$ cat src/rtl/sps_pkg.sv
// Shared types, codes and constants for the subnet peer sweep block.
package sps_pkg;

  // Default interface table depth
  localparam int IFACE_MAX_DEF = 4;

  // Most results one tick may produce
  localparam int MAX_OUT = 64;

  // Input function codes
  localparam logic [1:0] FUNC_LOAD    = 2'd0;
  localparam logic [1:0] FUNC_RESTART = 2'd1;
  localparam logic [1:0] FUNC_TICK    = 2'd2;

  // Result kinds
  localparam logic [1:0] KIND_LIMITED = 2'd0;
  localparam logic [1:0] KIND_SUBNET  = 2'd1;
  localparam logic [1:0] KIND_UNICAST = 2'd2;

  // Configuration register indexes
  localparam logic [1:0] REG_UCAST_QUOTA     = 2'd0;
  localparam logic [1:0] REG_HOST_LIMIT      = 2'd1;
  localparam logic [1:0] REG_INTERFACE_COUNT = 2'd2;

  // Configuration reset values
  localparam logic [5:0]  UCAST_QUOTA_RST     = 6'd16;
  localparam logic [23:0] HOST_LIMIT_RST      = 24'd1022;
  localparam logic [2:0]  INTERFACE_COUNT_RST = 3'd0;

  // Commands from the controller to the datapath
  typedef struct packed {
    logic load;        // write a table entry from the input transaction
    logic restart;     // clear cursor, offset and laps
    logic tick_start;  // set up per-tick counters and budget
    logic push_lim;    // queue the limited broadcast
    logic push_sub;    // queue the directed broadcast of the walked entry
    logic eval;        // latch host range of the cursor entry
    logic step;        // move to the next host offset
    logic emit;        // queue the current unicast host
    logic advance;     // move cursor to the next interface
    logic flush;       // hand the held result out marked last
  } sps_cmd_t;

  // Status from the datapath to the controller
  typedef struct packed {
    logic used_zero;   // no interfaces in use
    logic sub_last;    // walking the final directed broadcast
    logic uni_done;    // unicast sweep exhausted for this tick
    logic budget_hit;  // unicast budget spent
    logic pass;        // cursor entry gives no (more) hosts
    logic host_self;   // current host is the interface's own address
    logic host_last;   // current host is the final one of the subnet
    logic can_push;    // a new result can be queued this cycle
    logic out_free;    // the output register can take a result
    logic pend_valid;  // a result is held back awaiting its last flag
  } sps_sts_t;

endpackage

$ cat src/rtl/sps_if.sv
// Channel interfaces: input items, result items and configuration writes.
interface sps_in_if;
  logic        valid;
  logic        ready;
  logic [1:0]  func;
  logic [1:0]  entry_index;
  logic [31:0] iface_address;
  logic [31:0] iface_netmask;

  modport source (output valid, func, entry_index, iface_address, iface_netmask,
                  input ready);
  modport sink (input valid, func, entry_index, iface_address, iface_netmask,
                output ready);
endinterface

interface sps_out_if;
  logic        valid;
  logic        ready;
  logic [31:0] target_address;
  logic [1:0]  target_kind;
  logic        last;
  logic [15:0] lap_count;

  modport source (output valid, target_address, target_kind, last, lap_count,
                  input ready);
  modport sink (input valid, target_address, target_kind, last, lap_count,
                output ready);
endinterface

interface sps_cfg_if;
  logic        valid;
  logic        ready;
  logic [1:0]  index;
  logic [31:0] data;

  modport source (output valid, index, data, input ready);
  modport sink (input valid, index, data, output ready);
endinterface

$ cat src/rtl/sps_datapath.sv
// Datapath: interface table, config registers, sweep counters and output stage.
module sps_datapath #(
  parameter int IFACE_MAX = sps_pkg::IFACE_MAX_DEF
) (
  input  logic             clk,
  input  logic             rst_n,
  input  sps_pkg::sps_cmd_t cmd,
  output sps_pkg::sps_sts_t sts,
  input  logic [1:0]       in_entry_index,
  input  logic [31:0]      in_iface_address,
  input  logic [31:0]      in_iface_netmask,
  input  logic             cfg_wr,
  input  logic [1:0]       cfg_index,
  input  logic [31:0]      cfg_data,
  input  logic             out_ready,
  output logic             out_valid,
  output logic [31:0]      out_target_address,
  output logic [1:0]       out_target_kind,
  output logic             out_last,
  output logic [15:0]      out_lap_count
);

  localparam int CW = (IFACE_MAX > 1) ? $clog2(IFACE_MAX) : 1;
  localparam int UW = $clog2(IFACE_MAX + 1);
  localparam int EW = $clog2(IFACE_MAX + 2);

  // Interface table
  logic [31:0] tab_addr_r [IFACE_MAX];
  logic [31:0] tab_mask_r [IFACE_MAX];

  // Configuration
  logic [5:0]  budget_cfg_r;
  logic [23:0] host_limit_r;
  logic [2:0]  iface_count_r;

  // Sweep state
  logic [CW-1:0] cursor_r, cursor_nxt;
  logic [23:0]   offset_r, offset_nxt;
  logic [15:0]   laps_r, laps_nxt;
  logic [CW-1:0] sub_idx_r;
  logic [5:0]    sent_r;
  logic [5:0]    budget_r;
  logic [EW-1:0] examined_r;

  // Latched view of the cursor entry
  logic        skip_r;
  logic [23:0] hosts_r;
  logic [31:0] host_r;
  logic [31:0] self_r;

  // Held-back result and output register
  logic        pend_valid_r;
  logic [31:0] pend_addr_r;
  logic [1:0]  pend_kind_r;
  logic [15:0] pend_laps_r;
  logic        out_valid_r;
  logic [31:0] out_addr_r;
  logic [1:0]  out_kind_r;
  logic        out_last_r;
  logic [15:0] out_laps_r;

  logic [UW-1:0] used;
  logic [CW-1:0] rd_idx;
  logic [31:0]   rd_addr, rd_mask, span, hosts_full, subnet_bcast;
  logic          eval_skip, cursor_wrap, stale, push, out_free, can_push;
  logic [5:0]    budget_cap;
  logic [31:0]   new_addr;
  logic [1:0]    new_kind;

  // Interfaces in use, capped at the table depth
  assign used = (int'(iface_count_r) > IFACE_MAX) ? UW'(IFACE_MAX) : UW'(iface_count_r);

  // Single table read port: walk index during directed broadcasts, else cursor
  assign rd_idx  = cmd.push_sub ? sub_idx_r : cursor_r;
  assign rd_addr = tab_addr_r[rd_idx];
  assign rd_mask = tab_mask_r[rd_idx];

  // Host range of the selected entry
  assign span         = ~rd_mask;
  assign hosts_full   = (span < 32'd2) ? 32'd0 : span - 32'd1;
  assign eval_skip    = (hosts_full == 32'd0) || (hosts_full > {8'd0, host_limit_r});
  assign subnet_bcast = (rd_addr & rd_mask) | span;

  // Cursor movement
  assign cursor_wrap = (int'(cursor_r) + 1) == int'(used);
  assign stale       = (used != '0) && (int'(cursor_r) >= int'(used));

  // Unicast budget clipped so a tick stays within the result limit
  assign budget_cap = 6'(sps_pkg::MAX_OUT - 1) - 6'(used);

  // Output handshake bookkeeping
  assign out_free = !out_valid_r || out_ready;
  assign can_push = !pend_valid_r || out_free;
  assign push     = cmd.push_lim || cmd.push_sub || cmd.emit;

  // Select the result being queued
  always_comb begin
    new_addr = host_r;
    new_kind = sps_pkg::KIND_UNICAST;
    if (cmd.push_lim) begin
      new_addr = '1;
      new_kind = sps_pkg::KIND_LIMITED;
    end else if (cmd.push_sub) begin
      new_addr = subnet_bcast;
      new_kind = sps_pkg::KIND_SUBNET;
    end
  end

  // Next cursor, offset and laps
  always_comb begin
    cursor_nxt = cursor_r;
    offset_nxt = offset_r;
    laps_nxt   = laps_r;
    if (cmd.restart) begin
      cursor_nxt = '0;
      offset_nxt = '0;
      laps_nxt   = '0;
    end else if (cmd.tick_start) begin
      if (stale) begin
        cursor_nxt = '0;
        offset_nxt = '0;
      end
    end else if (cmd.advance) begin
      offset_nxt = '0;
      if (cursor_wrap) begin
        cursor_nxt = '0;
        laps_nxt   = laps_r + 16'd1;
      end else begin
        cursor_nxt = cursor_r + CW'(1);
      end
    end else if (cmd.step) begin
      offset_nxt = offset_r + 24'd1;
    end
  end

  // Control registers
  always_ff @(posedge clk) begin
    if (!rst_n) begin
      budget_cfg_r  <= sps_pkg::UCAST_QUOTA_RST;
      host_limit_r  <= sps_pkg::HOST_LIMIT_RST;
      iface_count_r <= sps_pkg::INTERFACE_COUNT_RST;
      cursor_r      <= '0;
      offset_r      <= '0;
      laps_r        <= '0;
      sub_idx_r     <= '0;
      sent_r        <= '0;
      budget_r      <= '0;
      examined_r    <= '0;
      pend_valid_r  <= 1'b0;
      out_valid_r   <= 1'b0;
    end else begin
      if (cfg_wr) begin
        unique case (cfg_index)
          sps_pkg::REG_UCAST_QUOTA:     budget_cfg_r  <= cfg_data[5:0];
          sps_pkg::REG_HOST_LIMIT:      host_limit_r  <= cfg_data[23:0];
          sps_pkg::REG_INTERFACE_COUNT: iface_count_r <= cfg_data[2:0];
          default: ;
        endcase
      end
      cursor_r <= cursor_nxt;
      offset_r <= offset_nxt;
      laps_r   <= laps_nxt;
      if (cmd.tick_start) begin
        sub_idx_r  <= '0;
        sent_r     <= '0;
        examined_r <= '0;
        budget_r   <= (budget_cfg_r < budget_cap) ? budget_cfg_r : budget_cap;
      end else begin
        if (cmd.push_sub) sub_idx_r <= sub_idx_r + CW'(1);
        if (cmd.emit)     sent_r <= sent_r + 6'd1;
        if (cmd.advance)  examined_r <= examined_r + EW'(1);
      end
      // Output stage: held result moves out when a newer one arrives or at flush
      if (cmd.flush || (push && pend_valid_r)) begin
        out_valid_r <= 1'b1;
      end else if (out_ready) begin
        out_valid_r <= 1'b0;
      end
      if (push) begin
        pend_valid_r <= 1'b1;
      end else if (cmd.flush) begin
        pend_valid_r <= 1'b0;
      end
    end
  end

  // Table writes, entry latches and result payloads
  always_ff @(posedge clk) begin
    for (int e = 0; e < IFACE_MAX; e++) begin
      if (cmd.load && (int'(in_entry_index) == e)) begin
        tab_addr_r[e] <= in_iface_address;
        tab_mask_r[e] <= in_iface_netmask;
      end
    end
    if (cmd.eval) begin
      skip_r  <= eval_skip;
      hosts_r <= hosts_full[23:0];
      host_r  <= (rd_addr & rd_mask) + 32'd1 + {8'd0, offset_r};
      self_r  <= rd_addr;
    end else if (cmd.step) begin
      host_r <= host_r + 32'd1;
    end
    if (push) begin
      pend_addr_r <= new_addr;
      pend_kind_r <= new_kind;
      pend_laps_r <= laps_r;
    end
    if (cmd.flush || (push && pend_valid_r)) begin
      out_addr_r <= pend_addr_r;
      out_kind_r <= pend_kind_r;
      out_laps_r <= pend_laps_r;
      out_last_r <= cmd.flush;
    end
  end

  // Status to the controller
  always_comb begin
    sts.used_zero  = (used == '0);
    sts.sub_last   = (int'(sub_idx_r) + 1) >= int'(used);
    sts.uni_done   = (sent_r >= budget_r) || (int'(examined_r) > int'(used));
    sts.budget_hit = (sent_r >= budget_r);
    sts.pass       = skip_r || (offset_r >= hosts_r);
    sts.host_self  = (host_r == self_r);
    sts.host_last  = ({1'b0, offset_r} + 25'd1) >= {1'b0, hosts_r};
    sts.can_push   = can_push;
    sts.out_free   = out_free;
    sts.pend_valid = pend_valid_r;
  end

  assign out_valid          = out_valid_r;
  assign out_target_address = out_addr_r;
  assign out_target_kind    = out_kind_r;
  assign out_last           = out_last_r;
  assign out_lap_count      = out_laps_r;

endmodule

$ cat src/rtl/sps_ctrl.sv
// Controller: sequences loads, restarts and the per-tick sweep.
module sps_ctrl (
  input  logic              clk,
  input  logic              rst_n,
  input  logic              in_valid,
  input  logic [1:0]        in_func,
  output logic              in_ready,
  input  sps_pkg::sps_sts_t sts,
  output sps_pkg::sps_cmd_t cmd
);

  typedef enum logic [2:0] {
    S_IDLE,
    S_LIMITED,
    S_SUBNET,
    S_UEVAL,
    S_UHOST,
    S_FLUSH
  } state_t;

  state_t state_r, state_nxt;

  assign in_ready = (state_r == S_IDLE);

  // Next state and commands
  always_comb begin
    state_nxt = state_r;
    cmd       = '0;
    unique case (state_r)
      S_IDLE: begin
        if (in_valid) begin
          unique case (in_func)
            sps_pkg::FUNC_LOAD:    cmd.load = 1'b1;
            sps_pkg::FUNC_RESTART: cmd.restart = 1'b1;
            sps_pkg::FUNC_TICK: begin
              cmd.tick_start = 1'b1;
              state_nxt      = S_LIMITED;
            end
            default: ;
          endcase
        end
      end
      S_LIMITED: begin
        if (sts.can_push) begin
          cmd.push_lim = 1'b1;
          state_nxt    = sts.used_zero ? S_FLUSH : S_SUBNET;
        end
      end
      S_SUBNET: begin
        if (sts.can_push) begin
          cmd.push_sub = 1'b1;
          if (sts.sub_last) state_nxt = S_UEVAL;
        end
      end
      S_UEVAL: begin
        if (sts.uni_done) begin
          state_nxt = S_FLUSH;
        end else begin
          cmd.eval  = 1'b1;
          state_nxt = S_UHOST;
        end
      end
      S_UHOST: begin
        if (sts.budget_hit) begin
          state_nxt = S_FLUSH;
        end else if (sts.pass) begin
          // skipped subnet or offset already past its range
          cmd.advance = 1'b1;
          state_nxt   = S_UEVAL;
        end else if (sts.host_self || sts.can_push) begin
          // own address is stepped over without a result
          cmd.step = 1'b1;
          cmd.emit = !sts.host_self;
          if (sts.host_last) begin
            cmd.advance = 1'b1;
            state_nxt   = S_UEVAL;
          end
        end
      end
      S_FLUSH: begin
        if (sts.out_free) begin
          cmd.flush = 1'b1;
          state_nxt = S_IDLE;
        end
      end
      default: state_nxt = S_IDLE;
    endcase
  end

  // State register
  always_ff @(posedge clk) begin
    if (!rst_n) begin
      state_r <= S_IDLE;
    end else begin
      state_r <= state_nxt;
    end
  end

endmodule

$ cat src/rtl/subnet_peer_sweep_core.sv
// Top level of the subnet peer sweep target generator.
// Usage:
//   in_ch  carries one transaction per item: func selects a table load
//          (entry_index, iface_address, iface_netmask), a sweep restart or a
//          tick. Loads and restarts give no result.
//   out_ch carries the probe targets of a tick: the limited broadcast, one
//          directed broadcast per interface in use, then unicast hosts; last
//          marks the final transaction of the tick.
//   cfg_ch writes the unicast quota (0), host_limit (1), interface_count (2);
//          it is always ready and may only be used while the block is idle.
// Sequence: a tick starts the sweep from idle; results are queued in order,
//   with a stall whenever the staging register cannot pass one on, and the
//   unicast sweep evaluates each interface it visits before stepping through
//   its hosts, stepping over the own address without a result. in_ch.ready
//   stays low until the last result is in the output register: one item at a time.
// Each result waits in a staging register until the next one is queued or the
//   tick ends, so the last flag is known before it reaches the output register;
//   a stall on out_ch stalls the sweep without loss.
// Reset clears the configuration to its defaults, the cursor, host offset
//   and laps; table entries hold nothing until loaded.
module subnet_peer_sweep_core #(
  parameter int IFACE_MAX = sps_pkg::IFACE_MAX_DEF
) (
  input logic       clk,
  input logic       rst_n,
  sps_in_if.sink    in_ch,
  sps_out_if.source out_ch,
  sps_cfg_if.sink   cfg_ch
);

  sps_pkg::sps_cmd_t cmd;
  sps_pkg::sps_sts_t sts;
  logic              cfg_wr;

  // Configuration port is always open
  assign cfg_ch.ready = 1'b1;
  assign cfg_wr       = cfg_ch.valid;

  sps_ctrl u_ctrl (
    .clk      (clk),
    .rst_n    (rst_n),
    .in_valid (in_ch.valid),
    .in_func  (in_ch.func),
    .in_ready (in_ch.ready),
    .sts      (sts),
    .cmd      (cmd)
  );

  sps_datapath #(
    .IFACE_MAX (IFACE_MAX)
  ) u_datapath (
    .clk                (clk),
    .rst_n              (rst_n),
    .cmd                (cmd),
    .sts                (sts),
    .in_entry_index     (in_ch.entry_index),
    .in_iface_address   (in_ch.iface_address),
    .in_iface_netmask   (in_ch.iface_netmask),
    .cfg_wr             (cfg_wr),
    .cfg_index          (cfg_ch.index),
    .cfg_data           (cfg_ch.data),
    .out_ready          (out_ch.ready),
    .out_valid          (out_ch.valid),
    .out_target_address (out_ch.target_address),
    .out_target_kind    (out_ch.target_kind),
    .out_last           (out_ch.last),
    .out_lap_count      (out_ch.lap_count)
  );

  // A tick keeps the input closed while it runs
  a_tick_busy: assert property (@(posedge clk) disable iff (!rst_n)
    in_ch.valid && in_ch.ready && (in_ch.func == sps_pkg::FUNC_TICK) |=> !in_ch.ready)
    else $error("input ready right after a tick transaction");

  // Nothing is left staged once the block is idle
  a_idle_empty: assert property (@(posedge clk) disable iff (!rst_n)
    in_ch.ready |-> !sts.pend_valid)
    else $error("staged result left behind at idle");

  // Limited broadcast always carries the all-ones address
  a_limited_addr: assert property (@(posedge clk) disable iff (!rst_n)
    out_ch.valid && (out_ch.target_kind == sps_pkg::KIND_LIMITED)
      |-> (out_ch.target_address == 32'hFFFF_FFFF))
    else $error("limited broadcast with wrong address");

endmodule
$ cat src/flat_wrapper.sv
// flat-port wrapper written by rule: the top's interface ports become plain ports
module subnet_peer_sweep_core_flat 
#(
  parameter int IFACE_MAX = sps_pkg::IFACE_MAX_DEF
)
  (clk, rst_n, in_ch_valid, in_ch_func, in_ch_entry_index, in_ch_iface_address, in_ch_iface_netmask, in_ch_ready, out_ch_valid, out_ch_target_address, out_ch_target_kind, out_ch_last, out_ch_lap_count, out_ch_ready, cfg_ch_valid, cfg_ch_index, cfg_ch_data, cfg_ch_ready);
  sps_in_if in_ch_i ();
  sps_out_if out_ch_i ();
  sps_cfg_if cfg_ch_i ();
  input logic clk;
  input logic rst_n;
  input wire logic [$bits(in_ch_i.valid)-1:0] in_ch_valid;
  input wire logic [$bits(in_ch_i.func)-1:0] in_ch_func;
  input wire logic [$bits(in_ch_i.entry_index)-1:0] in_ch_entry_index;
  input wire logic [$bits(in_ch_i.iface_address)-1:0] in_ch_iface_address;
  input wire logic [$bits(in_ch_i.iface_netmask)-1:0] in_ch_iface_netmask;
  output wire logic [$bits(in_ch_i.ready)-1:0] in_ch_ready;
  output wire logic [$bits(out_ch_i.valid)-1:0] out_ch_valid;
  output wire logic [$bits(out_ch_i.target_address)-1:0] out_ch_target_address;
  output wire logic [$bits(out_ch_i.target_kind)-1:0] out_ch_target_kind;
  output wire logic [$bits(out_ch_i.last)-1:0] out_ch_last;
  output wire logic [$bits(out_ch_i.lap_count)-1:0] out_ch_lap_count;
  input wire logic [$bits(out_ch_i.ready)-1:0] out_ch_ready;
  input wire logic [$bits(cfg_ch_i.valid)-1:0] cfg_ch_valid;
  input wire logic [$bits(cfg_ch_i.index)-1:0] cfg_ch_index;
  input wire logic [$bits(cfg_ch_i.data)-1:0] cfg_ch_data;
  output wire logic [$bits(cfg_ch_i.ready)-1:0] cfg_ch_ready;
  assign in_ch_i.valid = in_ch_valid;
  assign in_ch_i.func = in_ch_func;
  assign in_ch_i.entry_index = in_ch_entry_index;
  assign in_ch_i.iface_address = in_ch_iface_address;
  assign in_ch_i.iface_netmask = in_ch_iface_netmask;
  assign in_ch_ready = in_ch_i.ready;
  assign out_ch_valid = out_ch_i.valid;
  assign out_ch_target_address = out_ch_i.target_address;
  assign out_ch_target_kind = out_ch_i.target_kind;
  assign out_ch_last = out_ch_i.last;
  assign out_ch_lap_count = out_ch_i.lap_count;
  assign out_ch_i.ready = out_ch_ready;
  assign cfg_ch_i.valid = cfg_ch_valid;
  assign cfg_ch_i.index = cfg_ch_index;
  assign cfg_ch_i.data = cfg_ch_data;
  assign cfg_ch_ready = cfg_ch_i.ready;
  subnet_peer_sweep_core #(.IFACE_MAX(IFACE_MAX)) u_core (.clk(clk), .rst_n(rst_n), .in_ch(in_ch_i), .out_ch(out_ch_i), .cfg_ch(cfg_ch_i));
endmodule
$ cat config.mk
export PLATFORM = sky130hd
export DESIGN_NAME = subnet_peer_sweep_core_flat
export DESIGN_NICKNAME = d
export VERILOG_FILES = /design/src/rtl/sps_pkg.sv /design/src/rtl/sps_if.sv /design/src/rtl/sps_datapath.sv /design/src/rtl/sps_ctrl.sv /design/src/rtl/subnet_peer_sweep_core.sv /design/src/flat_wrapper.sv
export SDC_FILE = /design/constraint.sdc
export NUM_CORES = 1
export LEC_CHECK = 0
export BUFFER_PORTS_ARGS = -buffer_cell sky130_fd_sc_hd__buf_4
export CAP_MARGIN = 20
export CORE_MARGIN = 2
export CORE_UTILIZATION = 61
export DETAILED_ROUTE_END_ITERATION = 12
export PLACE_DENSITY_LB_ADDON = 0.15
export SLEW_MARGIN = 20
export SYNTH_ARGS = -nofsm -noshare
export SYNTH_HDL_FRONTEND = slang
export SYNTH_SLANG_ARGS = --single-unit
$ cat constraint.sdc
create_clock -name clk -period 11.6 [get_ports clk]
set_clock_uncertainty 0.2 [all_clocks]
set_input_delay 0.58 -clock clk [delete_from_list [all_inputs] [get_ports clk]]
set_output_delay 0.58 -clock clk [all_outputs]
set_load 0.05 [all_outputs]
; ---- Word level (Yosys, flattened, before mapping)
; Memory sizes are Yosys's and may differ from the RTL's.
; Cells that the tools add are included.
[totals]
mem_count = 2
inputBits = 107
mem_bits_rw = 256
out_inout_bits = 54
word_cells = 200
register_bits = 287
[op_classes]
n_lt_le_gt_ge = 10
bitwise = 5
eq_ne = 23
addsub = 14
n_reduce_logical = 45
muxes = 77
[mem_list]
columns = name, depth, width, read_ports, rd_clocked_by_memory_dff, write_ports, line
row1 = u_core.u_datapath.tab_addr_r, 4, 32, 1, 0, 1, sps_datapath.sv:28  ; logic [31:0] tab_addr_r [IFACE_MAX];
row2 = u_core.u_datapath.tab_mask_r, 4, 32, 1, 0, 1, sps_datapath.sv:29  ; logic [31:0] tab_mask_r [IFACE_MAX];
[op_table]
columns = operator, n
row1 = $mux 32, 10
row2 = $reduce_or 32->1, 6
row3 = $mux 24, 4
row4 = $add 32x1->32 const B, 2
row5 = $mux 3, 17
row6 = $add 32x24->32, 1
row7 = $and 32x32->32, 1
row8 = $eq 32x32->1, 1
row9 = $gt 32x24->1, 1
row10 = $logic_not 32->1, 1
row11 = $lt 32x2->1 const B, 1
row12 = $not 32->32, 1
row13 = $or 32x32->32, 1
row14 = $sub 32x1->32 const B, 1
row15 = $mux 1, 31
row16 = $mux 2, 13
row17 = $add 24x1->25 const B, 1
row18 = $ge 25x24->1, 1
row19 = $add 24x1->24 const B, 1
row20 = $ge 24x24->1, 1
row21 = $pmux 3 s6, 1
row22 = $add 16x1->16 const B, 1
row23 = $ne 2x2->1 const B, 5
row24 = $reduce_and 2->1, 5
row25 = 32 further kinds, 66

; ---- Logic depth before layout (Yosys ltp)
; Gate-level depths: netlist of run 1.
[depth]
ltp_word = 12
depth_mapped = 28
mapped_depth_nobuf = 24

; ---- Modules after synthesis
; Synthesis of run 1 repeated with hierarchy kept, for this count alone.
[hier_totals]
cells_unflattened = 2016
area_unflattened_um2 = 25814.8
[by_module_without_submodules]
columns = module, seq_area_each_um2, instances, area_each_um2, cells_each
row1 = sps_datapath, 15274.6, 1, 25414.4, 1966
row2 = sps_ctrl, 60.1, 1, 389.1, 48
row3 = subnet_peer_sweep_core, 0.0, 1, 11.3, 2

; ---- Worst setup path before layout of run 1
; Ideal clock, no wire load.
[synth_timing]
path_kind = flip-flop to flip-flop
startpoint = reg u_core.u_ctrl.state_r[1]
endpoint = mem u_core.u_datapath.tab_addr_r[2][0], enable pin
t_arrival_ns = 8.669
path_slack_ns = 2.062
setup_time_ns = 0.670
period_less_slack_ns = 9.538
stages_incl_launch_ff = 5
n_path_buf = 1
required_time_ns = 10.730
cell_sequence = dfxtp_1 -> buf_1 -> nor3_1 -> nand3b_1 -> nor4b_1
[synth_between]
elab_chain_cells = 9
elab_cells_between_ends = 23
cone_classes = 15 x mux / 8 x reduce/logical
[synth_rtl]
columns = element, line
row1 = "start, declared", sps_ctrl.sv:21  ; state_t state_r, state_nxt;
row2 = "start signal, assigned", sps_ctrl.sv:95  ; state_r <= state_nxt;
row3 = $logic_not 3->1 (*), -
row4 = named net in_ch_ready, flat_wrapper.sv:17  ; output wire logic [$bits(in_ch_i.ready)-1:0] in_ch_ready;
row5 = $mux 3 (*), sps_ctrl.sv:29  ; unique case (state_r)
row6 = $logic_and 1x1->1, sps_datapath.sv:190  ; if (cmd.load && (int'(in_entry_index) == e)) begin
row7 = $mux 1, sps_datapath.sv:190
row8 = $mux 1 (not written as such), sps_datapath.sv:191  ; tab_addr_r[e] <= in_iface_address;
row9 = $reduce_or 32->1 (no line), -
row10 = $mux 2 (no line) or $mux 1 (tied branches) (3 in series), -
row11 = "end, declared", sps_datapath.sv:28
; Mark *: on every way through the listed nets, which the timed path passes. The rest lies on a longest branch.

; ---- Final worst setup path of run 1
[layout_timing]
startpoint = reg u_core.u_ctrl.state_r[1]
endpoint = reg u_core.u_datapath.skip_r (data pin)
[layout_between]
elab_chain_cells = 9
elab_cells_between_ends = 11
cone_classes = 1 x add/sub / 2 x order compare / 1 x eq/ne / 3 x mux / 1 x bitwise / 2 x reduce/logical / 1 x memory
[layout_rtl]
columns = element, line
row1 = $eq 3x2->1 (*), sps_ctrl.sv:29
row2 = $mux 1 (*), sps_ctrl.sv:29
row3 = $mux 2 (*), sps_datapath.sv:74  ; assign rd_idx = cmd.push_sub ? sub_idx_r : cursor_r;
row4 = $mem_v2 4x32 (*), -
row5 = $not 32->32 (*), sps_datapath.sv:79  ; assign span = ~rd_mask;
row6 = $sub 32x1->32 or $lt 32x2->1 (tied branches), sps_datapath.sv:80  ; assign hosts_full = (span < 32'd2) ? 32'd0 : span - 32'd1;
row7 = $mux 32 (*), sps_datapath.sv:80
row8 = named net u_core.u_datapath.hosts_full[17], sps_datapath.sv:64  ; logic [31:0] rd_addr, rd_mask, span, hosts_full, subnet_bcast;
row9 = $gt 32x24->1 or $logic_not 32->1 (tied branches), sps_datapath.sv:81  ; assign eval_skip = (hosts_full == 32'd0) || (hosts_full > {8'd0, host_limit_r});
row10 = $logic_or 1x1->1 (*), sps_datapath.sv:81
row11 = named net u_core.u_datapath.eval_skip, sps_datapath.sv:65  ; logic eval_skip, cursor_wrap, stale, push, out_free, can_push;
row12 = "end signal, assigned", sps_datapath.sv:196  ; skip_r <= eval_skip;
row13 = "end, declared", sps_datapath.sv:46  ; logic skip_r;
; Marked as above.
; A chain may end at the register's enable or synchronous reset.

==> results of run 1 <==
cells in the final DEF (no fill, tap or decap), types with 15 or more instances in the layout:
| cell type | n |
|---|---|
| sky130_fd_sc_hd__nor3_1 | 23 |
| sky130_fd_sc_hd__buf_4 | 174 |
| sky130_fd_sc_hd__dlygate4sd3_1 | 67 |
| sky130_fd_sc_hd__nand4_1 | 30 |
| sky130_fd_sc_hd__nand2b_1 | 15 |
| sky130_fd_sc_hd__a211oi_1 | 20 |
| sky130_fd_sc_hd__o21a_1 | 15 |
| sky130_fd_sc_hd__o211ai_1 | 20 |
| sky130_fd_sc_hd__mux2i_1 | 31 |
| sky130_fd_sc_hd__o32a_1 | 15 |
| sky130_fd_sc_hd__nor4_1 | 16 |
| sky130_fd_sc_hd__nand3_1 | 108 |
| sky130_fd_sc_hd__nor2b_1 | 38 |
| sky130_fd_sc_hd__xnor2_1 | 79 |
| sky130_fd_sc_hd__edfxtp_1 | 446 |
| sky130_fd_sc_hd__xor2_1 | 74 |
| sky130_fd_sc_hd__nor2_1 | 152 |
| sky130_fd_sc_hd__a21boi_0 | 18 |
| sky130_fd_sc_hd__dfxtp_1 | 97 |
| sky130_fd_sc_hd__nand2_1 | 335 |
| sky130_fd_sc_hd__a21oi_1 | 85 |
| sky130_fd_sc_hd__ha_1 | 120 |
| sky130_fd_sc_hd__o21ai_0 | 60 |
| sky130_fd_sc_hd__and3_1 | 51 |
| sky130_fd_sc_hd__mux4_2 | 20 |
| sky130_fd_sc_hd__a21o_1 | 31 |
| sky130_fd_sc_hd__clkbuf_16 | 56 |
| sky130_fd_sc_hd__inv_1 | 109 |
| sky130_fd_sc_hd__a31oi_1 | 36 |
cell usage after synthesis, types with 15 or more instances:
cell,n,area share (%)
sky130_fd_sc_hd__a211oi_1,20,0.57
sky130_fd_sc_hd__a21boi_0,18,0.51
sky130_fd_sc_hd__a21o_1,32,0.92
sky130_fd_sc_hd__a21oi_1,85,1.6
sky130_fd_sc_hd__a31oi_1,36,0.86
sky130_fd_sc_hd__and3_1,53,1.3
sky130_fd_sc_hd__clkbuf_1,55,0.79
sky130_fd_sc_hd__dfxtp_1,97,7.4
sky130_fd_sc_hd__edfxtp_1,446,51
sky130_fd_sc_hd__ha_1,120,5.7
sky130_fd_sc_hd__inv_1,110,1.6
sky130_fd_sc_hd__mux2i_1,31,1.2
sky130_fd_sc_hd__mux4_2,20,1.7
sky130_fd_sc_hd__nand2_1,335,4.8
sky130_fd_sc_hd__nand2b_1,15,0.36
sky130_fd_sc_hd__nand3_1,108,2.1
sky130_fd_sc_hd__nand4_1,30,0.71
sky130_fd_sc_hd__nor2_1,154,2.2
sky130_fd_sc_hd__nor2b_1,38,0.91
sky130_fd_sc_hd__nor3_1,26,0.50
sky130_fd_sc_hd__nor4_1,17,0.41
sky130_fd_sc_hd__o211ai_1,20,0.57
sky130_fd_sc_hd__o21a_1,15,0.43
sky130_fd_sc_hd__o21ai_0,60,1.1
sky130_fd_sc_hd__o32a_1,15,0.57
sky130_fd_sc_hd__xnor2_1,79,2.6
sky130_fd_sc_hd__xor2_1,74,2.5
registers in the layout (all words and copies together), names as in the netlist, 6 cells and up:
| name | count |
|---|---|
| u_core.u_datapath.pend_addr_r | 32 |
| u_core.u_datapath.host_r | 32 |
| u_core.u_datapath.offset_r | 24 |
| u_core.u_datapath.hosts_r | 24 |
| u_core.u_datapath.tab_addr_r | 128 |
| u_core.u_datapath.budget_cfg_r | 6 |
| u_core.u_datapath.tab_mask_r | 128 |
| u_core.u_datapath.laps_r | 16 |
| u_core.u_datapath.host_limit_r | 24 |
| u_core.u_datapath.pend_laps_r | 16 |
| u_core.u_datapath.budget_r | 6 |
| u_core.u_datapath.out_target_address | 32 |
| u_core.u_datapath.self_r | 32 |
| u_core.u_datapath.out_lap_count | 16 |
| u_core.u_datapath.sent_r | 6 |
report_power, final:
part / internal (mW) / leakage [nW] / switching, mW
combinational: 0.201 / 5.77 / 0.503
clock: 1.07 / 0.917 / 0.767
sequential: 2.36 / 4.83 / 0.0719
cell type report:
class,count,area (µm²)
repair buffers,241,1980
multi-input cells,1542,10200
clock buffers,71,1500
inverters,111,417
clock inverters,31,380
diodes,1,2.50
fillers,2935,12300
flip-flops and latches,543,15300
well taps,546,683
final timing paths:
check / startpoint / to / slack, ns
max: u_core.u_ctrl.state_r[1] / u_core.u_datapath.skip_r / 3.68
min: cfg_ch_data[20] / u_core.u_datapath.host_limit_r[20] / 0.02
max reg2reg: u_core.u_ctrl.state_r[1] / u_core.u_datapath.skip_r / 3.68
min reg2reg: u_core.u_datapath.pend_laps_r[7] / u_core.u_datapath.out_lap_count[7] / 0.22
worst max-delay path, delay by kind of cell (launching register included):
family          cells  cell delay, ns
compound gates     12            2.70
fa+ha+maj           1            0.35
buf+inv             3            1.38
flops               1            0.61
simple gates        8            2.34
timing repair:
item / in CTS / in global routing
endpoints found under the hold margin: 259 / 0
gates resized for setup: 0 / 0
hold buffers: 67 / 0
layer usage:
layer  up-vias  part of all wire (%)  GRT usage [%]
met3       122                   8.1           5.13
met4         0                   3.8           11.7
met2       760                    47           49.4
met1      9019                    41           41.5
met5         -                     0              0
li1       8744                     -              -
per-stage QoR:
stage               power (mW)  utilization (%)
global placement          3.14             65.3
CTS                       4.99             71.2
finish                    4.97             71.2
detailed placement        3.16             65.3
floorplan                 2.88                -
global route              5.12             71.2
logic make-up (layout without fill, tap and decap cells):
| family | Yosys count | count (layout) | synth area share [%] |
|---|---|---|---|
| compound gates | 373 | 373 | 9.54 |
| other cells | 1 | 2 | 0.0143 |
| simple gates | 841 | 841 | 15.1 |
| mux | 53 | 53 | 2.98 |
| flops | 543 | 543 | 58.4 |
| fa+ha+maj | 121 | 121 | 5.80 |
| buf+inv | 197 | 454 | 3.01 |
| xor+xnor | 153 | 153 | 5.10 |
==> out/metrics.cfg, run 1 <==
[detailed_routing]
detailed_routing_iterations_pass_1 = 6
via_per_inst = 6.04
detail_route.wl_per_cell_um = 21.9
antenna_violating_nets_post_route = 0
vias = 18600
wl_mm = 67.7
drt_iter0_drc = 1731
remaining_drc_errors = 0

[synth]
syn_area_um2 = 26300
postSynthNetCount = 2510
asyncSetResetFlopFracSynth_pct = 0
synthDistinctLibCells = 77
syn_avg_cell_area_um2 = 11.5
synthCells = 2282
synth-main-ff-cell = sky130_fd_sc_hd__edfxtp_1
synth_enable_flop_cells = 446
ys.warnings.count = 0
synth_seq_area_share_pct = 58.4
synth.ff_latch_count = 543

[die]
floorplan.io_pins = 161
die_height_um = 211
design.core.area_um2 = 42800
die_w_um = 211
die-area_um2 = 44700
initial_utilization_pct = 61.3
placementRows = 76

[min_path]
worstHoldPathCells = 3
hold_path_class = in2reg

[placement]
dpl_worst_slack_ns = 3.57
postPlaceCellArea_um2 = 27900
port_buffers = 151
detailed_place_hpwl_mm = 47.0
gp_routability_congestion = 0.930
placed_cells = 2916

[sta]
worst_hold_slack_after_final_layout_ns = 0.0207
report.final.setup_viol = 0
hold_viol_final = 0
finalMaxSlewViolations = 0
fin_tns_setup_ns = 0
grt_setup_unrepaired = false
min_period_ns = 7.92
maxSlewHeadroom_pct = 26.9
maxClockFrequency_ghz = 0.126
final.setup.worst_slack_ns = 3.68
worstMarginPinSlew_ns = 1.08
fin_crit_sh_pct = 68.2

[worst_setup_path]
crit_path_max_incr_delay_ns = 0.67
required_ns = 11.76
crit_fanout = 63
crit_path_start_kind = flip-flop
worst-r2r-cell-count = 24
series_of_cell_instances_along_the_critical_path = nor3b_4 -> nand2_1 -> buf_4 -> inv_2 -> a21o_4 -> buf_4 -> and3_1 -> o311ai_1 -> nor2_1 -> nand2_1 -> nor4_1 -> and2_1 -> nor2_1 -> ha_1 -> a21o_1 -> a21o_1 -> a21oi_1 -> o21ai_0 -> a2111oi_0 -> a31oi_1 -> o31ai_1 -> o2111ai_1 -> a211oi_1 -> o31ai_1
endpoint_kind = flip-flop
critPathArrivalTime_ns = 8.07
worst_path_max_delay_cell = sky130_fd_sc_hd__and2_1
critical_path_class = reg2reg

[cts]
insertion_delay_ns = 0.63
clock_tree.root_cell = sky130_fd_sc_hd__clkbuf_16
htree_levels = 2
clock_tree.buffer_depth = 3
clock_sinks = 543
tritoncts = yes
cts.clk_slew.worst_paths_ns = 0.06
postCtsSetupRepairBufs = 0
cts_inserted_buffers = 55

[final_layout]
layout-area-overhead-vs-synth_pct = 16.1
final_cell_area_um2 = 30500
fraction_of_final_layout_cells_with_drive_strength_greater_than_1_pct = 12.6
num-nets-final = 2722
finish.cell_count_without_fillers = 3086

[run]
max_cap_violations = 0

[power]
power-per-cell-area_nw_per_um2 = 163
worst_ir_drop_vdd_mv = 0.150
power_leakage_nw = 11.5

[grt]
first_global_vias = 18200
first_pass_grt_wire_length_mm = 103
grt_antenna_before_repair = 1
maximum_number_of_pins_on_one_net_before_global_route_repair = 80
global_route.overflow_total = 0
gr-usage-all-layers_pct = 30.5

[run_status]
run_status = completed

No activity file was read; power rests on OpenSTA's default activity.
==> run 2: changes to the inputs <==
==> constraint.sdc (replaced) <==
create_clock -name clk -period 7.8 [get_ports clk]
set_clock_uncertainty 0.2 [all_clocks]
set_input_delay 0.39 -clock clk [delete_from_list [all_inputs] [get_ports clk]]
set_output_delay 0.39 -clock clk [all_outputs]
set_load 0.05 [all_outputs]
==> run 2 against run 1 <==
Compared with the run above: hold slack improved by 0.080 ns; first-iteration DRC count rose by 12%; via count rose by 2.1%; register-to-register slack got worse by 3.1 ns; largest cell class unchanged; critical endpoint is now u_core.u_datapath.host_r[27]; routed wire length rose by 2.9%; global-route usage rose by 1.0 points.
==> out/metrics.cfg, run 2 (synthesis gave the netlist of run 1 again) <==
[run_status]
run_status = completed

[die]
die-area_um2 = 44700  ; unchanged
initial_utilization_pct = 61.3  ; unchanged
die_w_um = 211  ; unchanged
placementRows = 76  ; unchanged
design.core.area_um2 = 42800  ; unchanged
die_height_um = 211  ; unchanged
floorplan.io_pins = 161  ; unchanged

[worst_setup_path]
required_ns = 7.93  ; -3.83 ns
critPathArrivalTime_ns = 7.40  ; -0.67 ns
endpoint_kind = flip-flop
crit_path_start_kind = flip-flop
crit_fanout = 34  ; -46%
critical_path_class = reg2reg

[sta]
report.final.setup_viol = 0  ; unchanged
worstMarginPinSlew_ns = 1.12  ; +0.0362 ns
maxSlewHeadroom_pct = 24.5  ; -2.4 points
grt_setup_unrepaired = false
fin_crit_sh_pct = 93.1  ; +25 points
maxClockFrequency_ghz = 0.138  ; +9.0%
finalMaxSlewViolations = 0  ; unchanged
fin_tns_setup_ns = 0  ; unchanged
hold_viol_final = 0  ; unchanged
final.setup.worst_slack_ns = 0.535  ; -3.15 ns
min_period_ns = 7.26  ; -0.651 ns

[final_layout]
layout-area-overhead-vs-synth_pct = 17.5
biggestRegsByFlops = u_core.u_datapath.tab_addr_r: 128 flops, u_core.u_datapath.tab_mask_r: 128 flops
num_antenna_cells = 0  ; -1
num-nets-final = 2758  ; +1.3%
multiInputGateArea_um2 = 10200  ; +0.12%
layout.cells.most_common = sky130_fd_sc_hd__edfxtp_1
fraction_of_final_layout_cells_with_drive_strength_greater_than_1_pct = 12.9  ; +0.32 points
layout.filler_cells = 2947  ; +0.41%
layout.area.seq_um2 = 15300  ; unchanged
commonest_cells_after_routing_fill_and_taps_aside = sky130_fd_sc_hd__edfxtp_1, sky130_fd_sc_hd__nand2_1, sky130_fd_sc_hd__buf_4, sky130_fd_sc_hd__nor2_1, sky130_fd_sc_hd__ha_1

[detailed_routing]
drt_iter0_drc = 1945  ; +12%
vias = 19000  ; +2.1%
antenna_violating_nets_post_route = 0  ; unchanged
remaining_drc_errors = 0  ; unchanged
detail_route.wl_per_cell_um = 22.3  ; +1.7%
via_per_inst = 6.09  ; +0.86%
wl_mm = 69.7  ; +2.9%
detailed_routing_iterations_pass_1 = 6  ; unchanged

[power]
cellInternalPower_mw = 5.44  ; +50%
clock_power_share_pct = 37.2  ; +0.2 points
power.switching_mw = 2.02  ; +50%
share_seq_of_total_power_pct = 48.4  ; -0.4 points
power_leakage_nw = 11.7  ; +1.6%
power-per-cell-area_nw_per_um2 = 242  ; +48%
sw_frac_of_total_pct = 27.1  ; +0.066 points
power_frac_comb_pct = 14.4  ; +0.2 points
worst_ir_drop_vdd_mv = 0.259  ; +72%

[cts]
cts_resized = 0  ; unchanged
clock_tree.buffer_depth = 3  ; unchanged
cts.clk_slew.worst_paths_ns = 0.06  ; about the same
clock_tree.root_cell = sky130_fd_sc_hd__clkbuf_16
cts-hold-fix-buffers = 92  ; +37%
clock_sinks = 543  ; unchanged
tritoncts = yes
cts_inserted_buffers = 55  ; unchanged
htree_levels = 2  ; unchanged
postCtsSetupRepairBufs = 0  ; unchanged
insertion_delay_ns = 0.63  ; about the same

[placement]
detailed_place_hpwl_mm = 48.3  ; +2.8%
port_buffers = 151  ; unchanged
gp_routability_congestion = 0.927  ; -0.40%
dpl_worst_slack_ns = 0.802  ; -2.77 ns

[grt]
maximum_number_of_pins_on_one_net_before_global_route_repair = 69  ; -14%
grt_antenna_before_repair = 1  ; unchanged
gr-usage-all-layers_pct = 31.5  ; +1.0 points
first_global_vias = 18400  ; +0.90%
global_route.overflow_total = 0  ; unchanged
first_pass_grt_wire_length_mm = 107  ; +3.5%

[run]
max_cap_violations = 0  ; unchanged

[min_path]
hold_path_class = in2reg

run 2: changes by cell type in the layout (fill, tap and decap cells not counted), moves of 4 or more:
| cell | change |
|---|---|
| sky130_fd_sc_hd__buf_4 | +11 |
| sky130_fd_sc_hd__clkinv_2 | +5 |
| sky130_fd_sc_hd__clkbuf_8 | -4 |
| sky130_fd_sc_hd__clkinv_1 | +6 |
| sky130_fd_sc_hd__clkbuf_1 | -7 |
| sky130_fd_sc_hd__dlygate4sd3_1 | +25 |
run 2: path summary, 6_finish.rpt:
kind / slack [ns] / from / cells past startpoint / to
max: 0.54 / u_core.u_ctrl.state_r[1] / 22 / u_core.u_datapath.host_r[27]
min: 0.10 / cfg_ch_index[1] / 4 / u_core.u_datapath.budget_cfg_r[1]
max reg2reg: 0.54 / u_core.u_ctrl.state_r[1] / 22 / u_core.u_datapath.host_r[27]
min reg2reg: 0.22 / u_core.u_datapath.pend_laps_r[7] / 0 / u_core.u_datapath.out_lap_count[7]
run 2: metal layers:
layer / track usage (%) / vias up / wire length (µm)
met5: 0 / - / 7
met4: 11.3 / 2 / 2240
met3: 5.15 / 137 / 5470
met2: 51.9 / 805 / 33800
met1: 42.7 / 9262 / 28200
li1: - / 8825 / -
run 2: layout make-up:
type / instances / share of cell area (%)
repair buffers: 277 / 7.49
inverters: 111 / 1.35
clock buffers: 59 / 4.51
clock inverters: 45 / 1.65
multi-input cells: 1542 / 33.1
well taps: 546 / 2.21
flip-flops and latches: 543 / 49.7
run 2: stage by stage:
step           utilization (%)  total power, mW  cells  instance area [µm²]  hold WS (ns)
6_report                  72.1             7.46   3123                30900         0.101
5_1_grt                   72.1             7.68   3123                30900        0.0924
4_1_cts                   72.1             7.49   3123                30900        0.0712
3_5_place_dp              65.5             4.71   2927                28000         0.205
3_3_place_gp              65.5             4.68   2927                28000         0.201
2_1_floorplan                -             4.28   2282                26300         0.200
run 2: critical path, cell delays in order (launching register included):
cell and delay [ns]:
sky130_fd_sc_hd__dfxtp_1 0.59, sky130_fd_sc_hd__nor3b_4 0.40, sky130_fd_sc_hd__nand2_1 0.14, sky130_fd_sc_hd__inv_2 0.13
sky130_fd_sc_hd__buf_4 0.30, sky130_fd_sc_hd__a21o_4 0.44, sky130_fd_sc_hd__buf_4 0.33, sky130_fd_sc_hd__buf_4 0.37
sky130_fd_sc_hd__nand2_1 0.08, sky130_fd_sc_hd__and3_1 0.16, sky130_fd_sc_hd__a31oi_1 0.31, sky130_fd_sc_hd__nor2b_1 0.38
sky130_fd_sc_hd__ha_1 0.34, sky130_fd_sc_hd__o21ai_0 0.25, sky130_fd_sc_hd__nor2_1 0.10, sky130_fd_sc_hd__o31ai_1 0.34
sky130_fd_sc_hd__o211a_1 0.24, sky130_fd_sc_hd__o211ai_1 0.13, sky130_fd_sc_hd__nor3b_1 0.18, sky130_fd_sc_hd__o41ai_1 0.96
sky130_fd_sc_hd__or4b_2 0.28, sky130_fd_sc_hd__xor2_1 0.17, sky130_fd_sc_hd__a21oi_1 0.09
run 2: power groups by stage:
stage	combinational (mW)	sequential (mW)	clock, mW
6_report	1.07	3.61	2.78
4_1_cts	1.08	3.61	2.80
5_1_grt	1.13	3.63	2.91
2_1_floorplan	0.388	3.90	0
3_5_place_dp	1.04	3.67	0
3_3_place_gp	1.02	3.66	0
==> run 3: changes to the inputs <==
--- a/config.mk
+++ b/config.mk
@@ -11,6 +11,7 @@
 export CORE_UTILIZATION = 61
 export DETAILED_ROUTE_END_ITERATION = 12
 export PLACE_DENSITY_LB_ADDON = 0.15
+export REMOVE_ABC_BUFFERS = 1
 export SLEW_MARGIN = 20
 export SYNTH_ARGS = -nofsm -noshare
 export SYNTH_HDL_FRONTEND = slang
==> run 3 against run 2 <==
Compared with the run above: clock-buffer cell count up 11; cell count did not move; clock power decreased by 7.2%; critical endpoint is now u_core.u_datapath.skip_r; largest power group unchanged.
==> out/metrics.cfg, run 3 (synthesis gave the netlist of run 1 again) <==
[sta]
worst_hold_slack_after_final_layout_ns = 0.0394  ; -0.0617 ns
grt_setup_unrepaired = false
finalMaxSlewViolations = 0  ; unchanged
maxSlewHeadroom_pct = 27.0  ; +2.5 points
final.setup.worst_slack_ns = 0.610  ; +0.0745 ns
worstMarginPinSlew_ns = 1.09  ; -0.0247 ns
min_period_ns = 7.19  ; -0.0745 ns
hold_viol_final = 0  ; unchanged
report.final.setup_viol = 0  ; unchanged
maxClockFrequency_ghz = 0.139  ; +1.0%
fin_crit_sh_pct = 92.2  ; -0.95 points

[cts]
clock_tree.root_cell = sky130_fd_sc_hd__clkbuf_16
insertion_delay_ns = 0.62  ; about the same
cts_inserted_buffers = 55  ; unchanged
cts_resized = 0  ; unchanged
postCtsSetupRepairBufs = 0  ; unchanged
cts.clk_slew.worst_paths_ns = 0.06  ; about the same
clock_sinks = 543  ; unchanged
clock_tree.buffer_depth = 3  ; unchanged
cts-hold-fix-buffers = 97  ; +5.4%
tritoncts = yes
htree_levels = 2  ; unchanged

[power]
power-per-cell-area_nw_per_um2 = 236  ; -2.4%
power_leakage_nw = 11.6  ; -0.70%
worst_ir_drop_vdd_mv = 0.245  ; -5.4%

[run]
max_cap_violations = 0  ; unchanged

[final_layout]
final_cell_area_um2 = 30700  ; -0.34%
commonest_cells_after_routing_fill_and_taps_aside = sky130_fd_sc_hd__edfxtp_1, sky130_fd_sc_hd__nand2_1, sky130_fd_sc_hd__buf_4, sky130_fd_sc_hd__nor2_1, sky130_fd_sc_hd__ha_1
layout.cells.most_common = sky130_fd_sc_hd__edfxtp_1
biggestRegsByFlops = u_core.u_datapath.tab_addr_r: 128 flops, u_core.u_datapath.tab_mask_r: 128 flops
num-nets-final = 2762  ; +0.15%
finish.utilization_pct = 71.8  ; -0.25 points
num_antenna_cells = 0  ; unchanged
finish.cell_count_without_fillers = 3123  ; unchanged
fraction_of_final_layout_cells_with_drive_strength_greater_than_1_pct = 12.6  ; -0.31 points
layout-area-overhead-vs-synth_pct = 17.1
layout.filler_cells = 2978  ; +1.1%

[detailed_routing]
remaining_drc_errors = 0  ; unchanged
detailed_routing_iterations_pass_1 = 7  ; +1
antenna_violating_nets_post_route = 0  ; unchanged
wl_mm = 68.4  ; -1.9%
detail_route.wl_per_cell_um = 21.9  ; -1.9%
drt_iter0_drc = 1997  ; +2.7%
vias = 19000  ; -0.047%
via_per_inst = 6.09  ; about the same

[worst_setup_path]
worst_path_max_delay_cell = sky130_fd_sc_hd__mux4_2
endpoint_kind = flip-flop
crit_fanout = 27  ; -21%
series_of_cell_instances_along_the_critical_path = nor3b_4 -> nand3_1 -> nand2_4 -> mux4_2 -> or3b_1 -> nor2_1 -> nand3b_1 -> nor3b_1 -> xor2_1 -> nor2_1 -> ha_1 -> nand4_1 -> nor2_1 -> a221oi_1 -> o21ai_0 -> a2111oi_0 -> a31oi_1 -> o31ai_1 -> o2111ai_1 -> a211oi_1 -> o31ai_1
path_buf_inv = 0  ; -4
critPathArrivalTime_ns = 7.33  ; -0.07 ns
crit_path_max_incr_delay_ns = 0.62  ; -0.34 ns
crit_path_start_kind = flip-flop
regToRegSetupSlack_ns = 0.61  ; +0.07 ns
cp_common_cell = sky130_fd_sc_hd__nor2_1
critical_path_class = reg2reg
required_ns = 7.94  ; about the same
crit_family = simple AND/OR/NAND/NOR gates

[die]
die_height_um = 211  ; unchanged
initial_utilization_pct = 61.3  ; unchanged
placementRows = 76  ; unchanged
die-area_um2 = 44700  ; unchanged
design.core.area_um2 = 42800  ; unchanged
floorplan.io_pins = 161  ; unchanged
die_w_um = 211  ; unchanged

[grt]
first_global_vias = 18200  ; -0.89%
first_pass_grt_wire_length_mm = 104  ; -2.8%
maximum_number_of_pins_on_one_net_before_global_route_repair = 61  ; -12%
gr-usage-all-layers_pct = 30.7  ; -0.83 points
global_route.overflow_total = 0  ; unchanged
grt_antenna_before_repair = 1  ; unchanged

[placement]
postPlaceCellArea_um2 = 28000  ; unchanged
placed_cells = 2926  ; -0.034%
dpl_worst_slack_ns = 0.831  ; +0.0290 ns
port_buffers = 151  ; unchanged
gp_routability_congestion = 0.954  ; +3.0%
detailed_place_hpwl_mm = 47.3  ; -2.1%

[run_status]
run_status = completed

[min_path]
hold_path_class = in2reg

==> run 3: cell types whose count changed in the layout (fill, tap and decap cells not counted), sizes merged <==
cell         previous run  this run
buf                   185       184
clkbuf                 59        70
inv                   115       117
bufinv                 10         4
clkinv                 29        18
dlygate4sd3            92        97
==> run 3: layout make-up <==
class | instances | area [µm²] | area share, %
inverter | 111 | 417 | 1.36
clock buffer | 70 | 1450 | 4.70
clock inverter | 30 | 293 | 0.952
multi-input combinational | 1542 | 10200 | 33.2
timing repair buffer | 281 | 2380 | 7.73
tap | 546 | 683 | 2.22
sequential | 543 | 15300 | 49.9
==> run 3: report_power, final <==
part           leakage, nW  internal (mW)  total [mW]  switching, mW
Combinational         5.94          0.310        1.07          0.756
Sequential            4.83           3.50        3.61          0.109
Clock                0.849           1.45        2.58           1.12
Total                 11.6           5.27        7.25           1.99
==> run 3: worst reg2reg max path, cell delays in order (launching register included) <==
cell and delay, ns:
sky130_fd_sc_hd__dfxtp_1 0.61, sky130_fd_sc_hd__nor3b_4 0.35, sky130_fd_sc_hd__nand3_1 0.25, sky130_fd_sc_hd__nand2_4 0.45
sky130_fd_sc_hd__mux4_2 0.64, sky130_fd_sc_hd__or3b_1 0.53, sky130_fd_sc_hd__nor2_1 0.42, sky130_fd_sc_hd__nand3b_1 0.29
sky130_fd_sc_hd__nor3b_1 0.29, sky130_fd_sc_hd__xor2_1 0.12, sky130_fd_sc_hd__nor2_1 0.25, sky130_fd_sc_hd__ha_1 0.32
sky130_fd_sc_hd__nand4_1 0.10, sky130_fd_sc_hd__nor2_1 0.06, sky130_fd_sc_hd__a221oi_1 0.22, sky130_fd_sc_hd__o21ai_0 0.17
sky130_fd_sc_hd__a2111oi_0 0.44, sky130_fd_sc_hd__a31oi_1 0.16, sky130_fd_sc_hd__o31ai_1 0.51, sky130_fd_sc_hd__o2111ai_1 0.21
sky130_fd_sc_hd__a211oi_1 0.23, sky130_fd_sc_hd__o31ai_1 0.10
==> run 3: metrics by stage <==
| step | setup TNS [ns] | power [mW] |
|---|---|---|
| after floorplan | -184.64 | 4.28 |
| after global placement | 0 | 4.67 |
| after detailed placement | 0 | 4.69 |
| after CTS | 0 | 7.27 |
| after global routing | 0 | 7.48 |
| final | 0 | 7.25 |
==> run 3: per-layer routing <==
metal | part of all wire, % | track usage [%] | vias up
met5 | 0 | 0 | -
met4 | 2.7 | 10.0 | 0
met3 | 8.0 | 4.14 | 123
met2 | 48 | 51.0 | 879
met1 | 41 | 42.2 | 9200
li1 | - | - | 8820
==> run 3: path summary, 6_finish.rpt <==
kind,from,to,depth (start not counted)
hold reg to reg,u_core.u_datapath.pend_addr_r[12],u_core.u_datapath.out_target_address[12],0
setup / recovery,u_core.u_ctrl.state_r[1],u_core.u_datapath.skip_r,21
setup reg to reg,u_core.u_ctrl.state_r[1],u_core.u_datapath.skip_r,21
hold / removal,cfg_ch_index[0],u_core.u_datapath.budget_cfg_r[0],4
